`src/rtl/mlpi_ram.sv`:
```
module mlpi_ram #(
    parameter int WIDTH = 16,
    parameter int DEPTH = 32,
    parameter int AW    = (DEPTH > 1) ? $clog2(DEPTH) : 1
) (
    input  logic             clk,
    input  logic             we,
    input  logic [AW-1:0]    waddr,
    input  logic [WIDTH-1:0] wdata,
    input  logic [AW-1:0]    raddr,
    output logic [WIDTH-1:0] rdata
);

    logic [WIDTH-1:0] mem [DEPTH];

    // Write port and registered read port
    always_ff @(posedge clk)
    begin
        if (we)
        begin
            mem[waddr] <= wdata;
        end
        rdata <= mem[raddr];
    end

endmodule

```
`config.mk`:
```
export PLATFORM = sky130hd
export DESIGN_NAME = mlpi_ram
export DESIGN_NICKNAME = d
export VERILOG_FILES = /design/src/rtl/mlpi_ram.sv
export SDC_FILE = /design/constraint.sdc
export NUM_CORES = 1
export LEC_CHECK = 0
export ABC_AREA = 1
export BUFFER_PORTS_ARGS = -buffer_cell sky130_fd_sc_hd__buf_2
export CAP_MARGIN = 20
export CORE_MARGIN = 2
export CORE_UTILIZATION = 35
export CTS_BUF_LIST = sky130_fd_sc_hd__clkbuf_8
export CTS_CLUSTER_DIAMETER = 50
export DETAILED_ROUTE_END_ITERATION = 16
export GPL_TIMING_DRIVEN = 0
export SYNTH_ARGS = -nofsm -noshare
export SYNTH_HDL_FRONTEND = slang
export SYNTH_SLANG_ARGS = --single-unit
```
`constraint.sdc`:
```
create_clock -name clk -period 1.7 [get_ports clk]
set_input_delay 0.34 -clock clk [delete_from_list [all_inputs] [get_ports clk]]
set_output_delay 0.34 -clock clk [all_outputs]
set_load 0.01 [all_outputs]
```
==> results of run 1 <==
layout make-up:
| type | instances | area, sq um |
|---|---|---|
| Buffer | 108 | 761 |
| Clock buffer | 91 | 1250 |
| Clock inverter | 57 | 268 |
| Fill cell | 5542 | 35700 |
| Inverter | 10 | 42.5 |
| Multi-Input combinational cell | 1148 | 4880 |
| Sequential cell | 528 | 15700 |
| Tap cell | 782 | 978 |
| Timing Repair Buffer | 71 | 643 |
state kept, by name (all words and copies together), names as in the netlist:
name   count
mem      512
rdata     16
worst max-delay path by stage:
stage,to,start,slack [ps],depth (start not counted)
final,mem[8][2]$_DFFE_PP_,waddr[1],80,5
after global routing,mem[9][3]$_DFFE_PP_,waddr[1],20,5
after CTS,rdata[6]$_DFF_P_,raddr[2],40,9
after detailed placement,rdata[5]$_DFF_P_,raddr[2],-660,9
after global placement,mem[22][8]$_DFFE_PP_,waddr[0],-1100,4
after floorplan,mem[8][0]$_DFFE_PP_,waddr[0],-20,3
worst max-delay path, cell delays in order:
cell and delay (ps):
buf_2 120, inv_1 60, nand3_1 420, nor2_1 680, buf_4 320
cells by family (layout without fill, tap and decap cells):
logic type,after synthesis,after routing,share of synthesized area
flip-flops,528,528,0.737
buffers and inverters,118,337,0.0377
AND/OR/NAND/NOR,1148,1148,0.226
Yosys cell counts:
cell type  number  area share
nand2_1       720        0.13
edfxtp_1      512        0.72
nand3_1       396       0.093
buf_2          33      0.0078
nor2_1         32      0.0056
buf_4          28      0.0099
buf_6          24       0.013
clkbuf_1       19      0.0033
dfxtp_1        16       0.015
inv_1           8      0.0014
buf_1           2     0.00035
buf_12          1     0.00094
buf_8           1     0.00070
inv_2           1     0.00018
inv_6           1     0.00041
metrics by stage:
stage / TNS [ps] / total power, mW
6_report: 0 / 26.5
5_1_grt: 0 / 27.4
4_1_cts: 0 / 26.6
3_5_place_dp: -122570 / 16.8
3_3_place_gp: -491310 / 16.7
2_1_floorplan: -5880 / 15.8
power by group through the flow:
| stage | Combinational, mW | Clock [mW] | Sequential (mW) |
|---|---|---|---|
| final | 1.98 | 9.95 | 14.5 |
| after global routing | 2.14 | 10.7 | 14.5 |
| after CTS | 1.97 | 10.1 | 14.5 |
| after detailed placement | 1.97 | 0 | 14.8 |
| after global placement | 1.91 | 0 | 14.8 |
| after floorplan | 1.01 | 0 | 14.8 |
repair_timing:
action,CTS,global route
resized for setup,0,4
hold buffers,0,0
setup endpoints to repair,0,27
per-layer routing:
| layer | share of wire | track usage | wire [um] | up-vias |
|---|---|---|---|---|
| li1 | - | - | - | 6579 |
| met5 | 0.00023 | 0 | 14 | - |
| met2 | 0.45 | 0.300 | 27700 | 667 |
| met1 | 0.43 | 0.276 | 26500 | 6945 |
| met4 | 0.028 | 0.0696 | 1690 | 2 |
| met3 | 0.088 | 0.0364 | 5410 | 90 |
==> impl_results.md, run 1 <==
* Syn Inst Count at 1,794
* DRC Markers at 0
* Origin of the worst min-delay path: raddr[4]
* Reg-to-reg critical path startpoint: mem[13][6]$_DFFE_PP_
* Num rows at 90
* Critical Path Source Type: input port
* Run status: complete, no violations
* Remaining number of nets flagged by the antenna check after routing at 0
* Cell depth of the worst hold path at 3
* Worst clock skew on the final layout at 31.2 ps
* Flop and latch count out of synthesis at ~530
* Maximum vdd drop at 475 uV
* Reg power frac at 0.549
* Placed Cells incl. Taps at 2,647
* Data arrival time of the worst path at 1960 ps
* Number of global-route vias before repair at 13,600
* Clock Power Share at 0.376
* Leading cell types in the layout, fill and taps excluded: nand2_1, edfxtp_1, nand3_1, clkbuf_8, buf_2
* Setup Buffers After CTS at 0
* Final Non-Filler Cells at ~2,800
* Most common cell after layout, fill and taps aside: nand2_1
* Clock H-tree levels at 3
* Hold-critical path endpoint: rdata[3]$_DFF_P_
* Required @ worst endpoint at roughly 2000 ps
* Die area at 62,900 sq um
* Final critical-path required period at 1620 ps
* Clock transition at the registers of the reported paths at ~60 ps
* Antenna violations before repair at 2
* Internal power at 20.1 mW
* Highest clock rate at about 0.6 GHz
* Worst-case setup margin in the final layout at 81.4 ps
* Worst Setup End Kind: flip-flop
* R2r worst-path depth at 8
* Worst rel slew slack at 0.387
* Overall die width at 251 um
* Post-synthesis area per instance at around 12 sq um
* Vias post-DR at approximately 14,000
* # setup viols final at 0
* Final clock period utilization by the worst path at 0.952
* Switching power of the nets at roughly 6.4 mW
* Global placement routability congestion at 0.925
* Detailed-route wire length at 61.2 mm
* Global-route wire length before repair at 89.0 mm
* Combinational group share of total power at 0.075
* CTS tree: built
* Post-route worst hold slack at 146 ps
* Placed cell area at around 23,000 sq um
* Cell at the root of the clock tree: clkbuf_8
* Number of max-cap violations at 0
* Global router's overall resource usage at 0.195
* NumNets Final at 1,982
* Switching fraction of total power at 0.241
* Crit Path Class: input port to flip-flop
* Hold Fails Final Rpt at 0
* Number of warning messages in the yosys log at 0
* CTS Sinks at 528
* Number of distinct library cell variants in the gate-level netlist after synthesis at 15
* Cell area after layout at 24,500 sq um
* Post-synthesis cell area at 21,300 sq um
* Antenna cell count at 0
* Die outline height at 251 um
* Pin count of the biggest net entering global routing at 33
* Largest fanout of any net on the critical path at 11
* Core footprint at 60,200 sq um
* Via count normalized by instance count at between 5 and 6
* Number of pins with negative max-slew slack in the final report at 0
* DP Wirelength at approximately 41 mm
* DR pass1 iterations at 6
* Layout overhead on the synthesized area at 15.1%
* Register-to-register setup slack at 370 ps
* Endpoint of the lowest-slack register-to-register path: rdata[6]$_DFF_P_
* Overflow after GRT at 0
* Slew at the pin closest to its max-slew limit at 920 ps
* Fin util at 0.407
* Post-detailed-route wirelength per cell at 21.9 um
* Starting DRC count in detailed routing at 1,589
* Number of input and output port buffers inserted at 40
* Clock latency reported for the late side of the worst-skew pair at 660 ps
* Setup repair after global routing missed its margin: false
* Syn Nets at ~1,800
* Layout cells sized above 1 at 0.146
* Number of buffers inserted during clock tree synthesis at 87
* Worst hold path type: input port to flip-flop
* Clock buffer depth at 3
* I/O pin count at 44
* Starting Density at 0.354
* Worst slack, placed at -663 ps
* Post-synthesis sequential area ratio at 0.737
* Power per unit of standard cell area at 1080 nW/um^2
* Standby leakage power at 9.16 nW
Note: power is estimated with default switching activity, not from simulation.
==> run 2, diff against run 1 <==
- ABC_AREA: 1 -> default
==> run 2 against run 1 <==
The run now ends with negative setup slack left; highest routed layer is now met4; die area decreased by 3.5%; worst hold slack lost 110 ps; non-clock buffer count fell by 60; largest power group unchanged; sequential power about the same; largest cell class unchanged.
==> impl_results.md, run 2 <==
* Global placement routability congestion at 0.816 (-12%)
* Number of pins with negative max-slew slack in the final report at 0 (unchanged)
* Post-synthesis sequential area ratio at 0.764 (+0.0275)
* Cell taking the most area after synthesis: edfxtp_1
* CTS Sinks at 528 (unchanged)
* Maximum vdd drop at 636 uV (+34%)
* Portion of synthesized cell area occupied by the leading cell type at 0.749 (+0.0269)
* Worst Setup End Kind: flip-flop
* Master of the slowest instance on the critical path: nor2_2
* Die area at 60,600 sq um (-3.5%)
* Run status: finished with violations
* Number of input and output port buffers inserted at 40 (unchanged)
* Switching fraction of total power at 0.231 (-0.0109)
* TNS Setup at -8550 ps (-8550 ps)
* Largest fanout of any net on the critical path at 16 (+5)
* Layout overhead on the synthesized area at 15.4%
* Syn Inst Count at 1,143 (-36%)
* Post-synthesis cell area at 20,500 sq um (-3.6%)
* Leading cell types in the layout, fill and taps excluded: edfxtp_1, mux2i_1, clkbuf_8, a22oi_1, buf_2
* Data arrival time of the worst path at 2120 ps (+160 ps)
* Post-synthesis area per instance at 18.0 sq um (+51%)
* Number of distinct library cell variants in the gate-level netlist after synthesis at 26 (+11)
* Syn Nets at 1,171 (-36%)
* Core footprint at 57,800 sq um (-4.0%)
* Standby leakage power at 8.31 nW (-9.3%)
* DRC Markers at 0 (unchanged)
* Final critical-path required period at 1870 ps (+248 ps)
* Number of max-cap violations at 0 (unchanged)
* Overflow after GRT at 0 (unchanged)
* Power per unit of standard cell area at 1130 nW/um^2 (+5.1%)
* Setup repair after global routing missed its margin: true
* Pin count of the biggest net entering global routing at 33 (unchanged)
* DR pass1 iterations at 7 (+1)
* Global-route wire length before repair at 73.8 mm (-17%)
* Internal power at 20.7 mW (+3.0%)
* Most frequently used flop master after synthesis: edfxtp_1
* CTS tree: built
* I/O pin count at 44 (unchanged)
* Worst slack, placed at -916 ps (-253 ps)
* Worst hold path type: input port to flip-flop
* Clock buffer depth at 3 (unchanged)
* Detailed-route wire length at 51.5 mm (-16%)
* Clock latency reported for the late side of the worst-skew pair at 650 ps (about the same)
* Largest stage delay, worst path at 1010 ps (+330 ps)
* Combinational group share of total power at 0.061 (-0.014)
* Number of warning messages in the yosys log at 0 (unchanged)
* CP cell instances: buf_2, nand3b_1, nor2_2
* Largest register by flop count: mem
* Count of flip-flops with a built-in enable after synthesis at 512 (unchanged)
* Required @ worst endpoint at 1950 ps (-90 ps)
* Highest clock rate at 0.536 GHz (-13%)
* Leading post-synthesis cells by cell area: edfxtp_1, mux2i_1, a22oi_1
* Starting DRC count in detailed routing at 1,146 (-28%)
* Antenna cell count at 0 (unchanged)
* Starting Density at 0.355 (+0.00168)
* Combined buffer and inverter count along the critical path at 1 (-2)
* Violated checks: negative setup slack
* Antenna violations before repair at 0 (-2)
* Layout fillers at 5,223 (-5.8%)
* Most frequently used cell type in the post-synthesis netlist: edfxtp_1
* Number of flip-flops under the largest register name at 512 (unchanged)
* Clock Power Share at 0.399 (+0.023)
* Slew at the pin closest to its max-slew limit at 1030 ps (+108 ps)
* Clock H-tree levels at 3 (unchanged)
* Final clock period utilization by the worst path at 1.10 (+0.146)
* Synth top cells by count: edfxtp_1, mux2i_1, a22oi_1
* Placed cell area at 21,900 sq um (-4.7%)
* Clock transition at the registers of the reported paths at 50 ps (about the same)
* Number of buffers inserted during clock tree synthesis at 87 (unchanged)
* Critical Path Source Type: input port
* Most common cell after layout, fill and taps aside: edfxtp_1
* Top Family by Delay on Critical Path: simple AND/OR/NAND/NOR gates
* Vias post-DR at 11,000 (-23%)
* Cell at the root of the clock tree: clkbuf_8
* Via count normalized by instance count at 5.19 (+1.6%)
* Switching power of the nets at 6.20 mW (-3.0%)
* NumNets Final at 1,312 (-34%)
* Post-detailed-route wirelength per cell at 24.3 um (+11%)
* # setup viols final at 105 (+105)
* Flop and latch count out of synthesis at 528 (unchanged)
* Reg power frac at 0.540 (-0.009)
* Num rows at 88 (-2.2%)
* Crit Path Class: input port to flip-flop
* Worst rel slew slack at 0.313 (-0.0738)
* Number of global-route vias before repair at 11,100 (-18%)
* Worst clock skew on the final layout at 23.2 ps (-8.04 ps)
* Worst-case setup margin in the final layout at -166 ps (-248 ps)
* Hold Fails Final Rpt at 0 (unchanged)
* Register-to-register setup slack at 30 ps (-340 ps)
* Die outline height at 246 um (-1.8%)
* DP Wirelength at 32.3 mm (-20%)
* Fraction of registers with async set/reset at 0 (unchanged)
* Overall die width at 246 um (-1.8%)
* Global router's overall resource usage at 0.170 (-0.0248)
* Remaining number of nets flagged by the antenna check after routing at 0 (unchanged)
* Cell area after layout at 23,700 sq um (-3.4%)
* Layout cells sized above 1 at 0.196 (+0.0497)
* Largest registers: mem x512, rdata x16
-- run 2: changes by cell type after synthesis, moves of 7 or more --
cell,previous run,this run
a21oi_1,0,32
a22o_1,0,32
a22oi_1,0,64
a31oi_1,0,16
buf_2,33,19
buf_4,28,19
buf_6,24,6
clkbuf_1,19,12
inv_1,8,0
mux2i_1,0,256
nand2_1,720,33
nand3_1,396,34
nand4_1,0,16
nor3_1,0,16
-- run 2: cell type report --
cell class	instances	area, sq um	area share
clock inverter	66	397	0.0167
buffer	67	548	0.0231
sequential	528	15700	0.662
multi-input combinational	548	4500	0.190
timing repair buffer	52	322	0.0136
clock buffer	93	1280	0.0540
tap	765	957	0.0404
-- run 2: per-stage QoR --
| step | power (mW) | hold WS, ps | std cells | utilization |
|---|---|---|---|---|
| floorplan | 15.6 | 439 | 1143 | - |
| detailed placement | 16.4 | 645 | 1959 | 0.379 |
| CTS | 27.1 | 15.0 | 2119 | 0.409 |
| global placement | 16.4 | 659 | 1948 | 0.377 |
| global route | 27.8 | 25.5 | 2119 | 0.410 |
| finish | 26.9 | 36.6 | 2119 | 0.410 |
-- run 2: worst register-to-register path, cell delays in order, from the launching register on --
cell	delay, ps
edfxtp_1	360
mux2i_1	160
a22o_1	200
nor3_1	110
a31oi_1	500
nand3_1	200
-- run 2: routing by layer --
| metal | vias up | GRT usage | wire (um) |
|---|---|---|---|
| met5 | - | 0 | 0 |
| met4 | 0 | 0.0549 | 1470 |
| met3 | 87 | 0.0399 | 3770 |
| met2 | 445 | 0.261 | 23700 |
| met1 | 5598 | 0.238 | 22600 |
| li1 | 4868 | - | - |
-- run 2: repair_timing --
item                                    CTS  global route
endpoints found under the setup margin  141           220
hold endpoints to repair                  1             0
gates resized for setup                   8            14
pin swaps                                 0             1
hold buffers                              1             0
buffers inserted                          0             0
cloned                                    0             0
-- run 2: worst paths after layout --
kind / cells past startpoint / end / start
setup / recovery: 3 / mem[6][9]$_DFFE_PP_ / waddr[0]
hold reg to reg: 4 / rdata[12]$_DFF_P_ / mem[10][12]$_DFFE_PP_
hold / removal: 3 / rdata[2]$_DFF_P_ / raddr[3]
setup reg to reg: 5 / rdata[6]$_DFF_P_ / mem[5][6]$_DFFE_PP_
-- run 2: power groups by stage --
stage | clock (mW) | sequential (mW) | combinational [mW]
after floorplan | 0 | 14.8 | 0.827
after global placement | 0 | 14.8 | 1.58
after detailed placement | 0 | 14.8 | 1.61
after CTS | 10.9 | 14.5 | 1.62
final | 10.7 | 14.5 | 1.63
after global routing | 11.5 | 14.5 | 1.72
-- run 2: logic make-up (layout without fill, tap and decap cells) --
family / after synthesis / count (layout) / synth area share
flip-flops: 528 / 528 / 0.764
multiplexers: 256 / 256 / 0.125
AND/OR/NAND/NOR: 148 / 148 / 0.0349
AO/OA/AOI/OAI: 144 / 144 / 0.0497
buffers and inverters: 67 / 278 / 0.0263
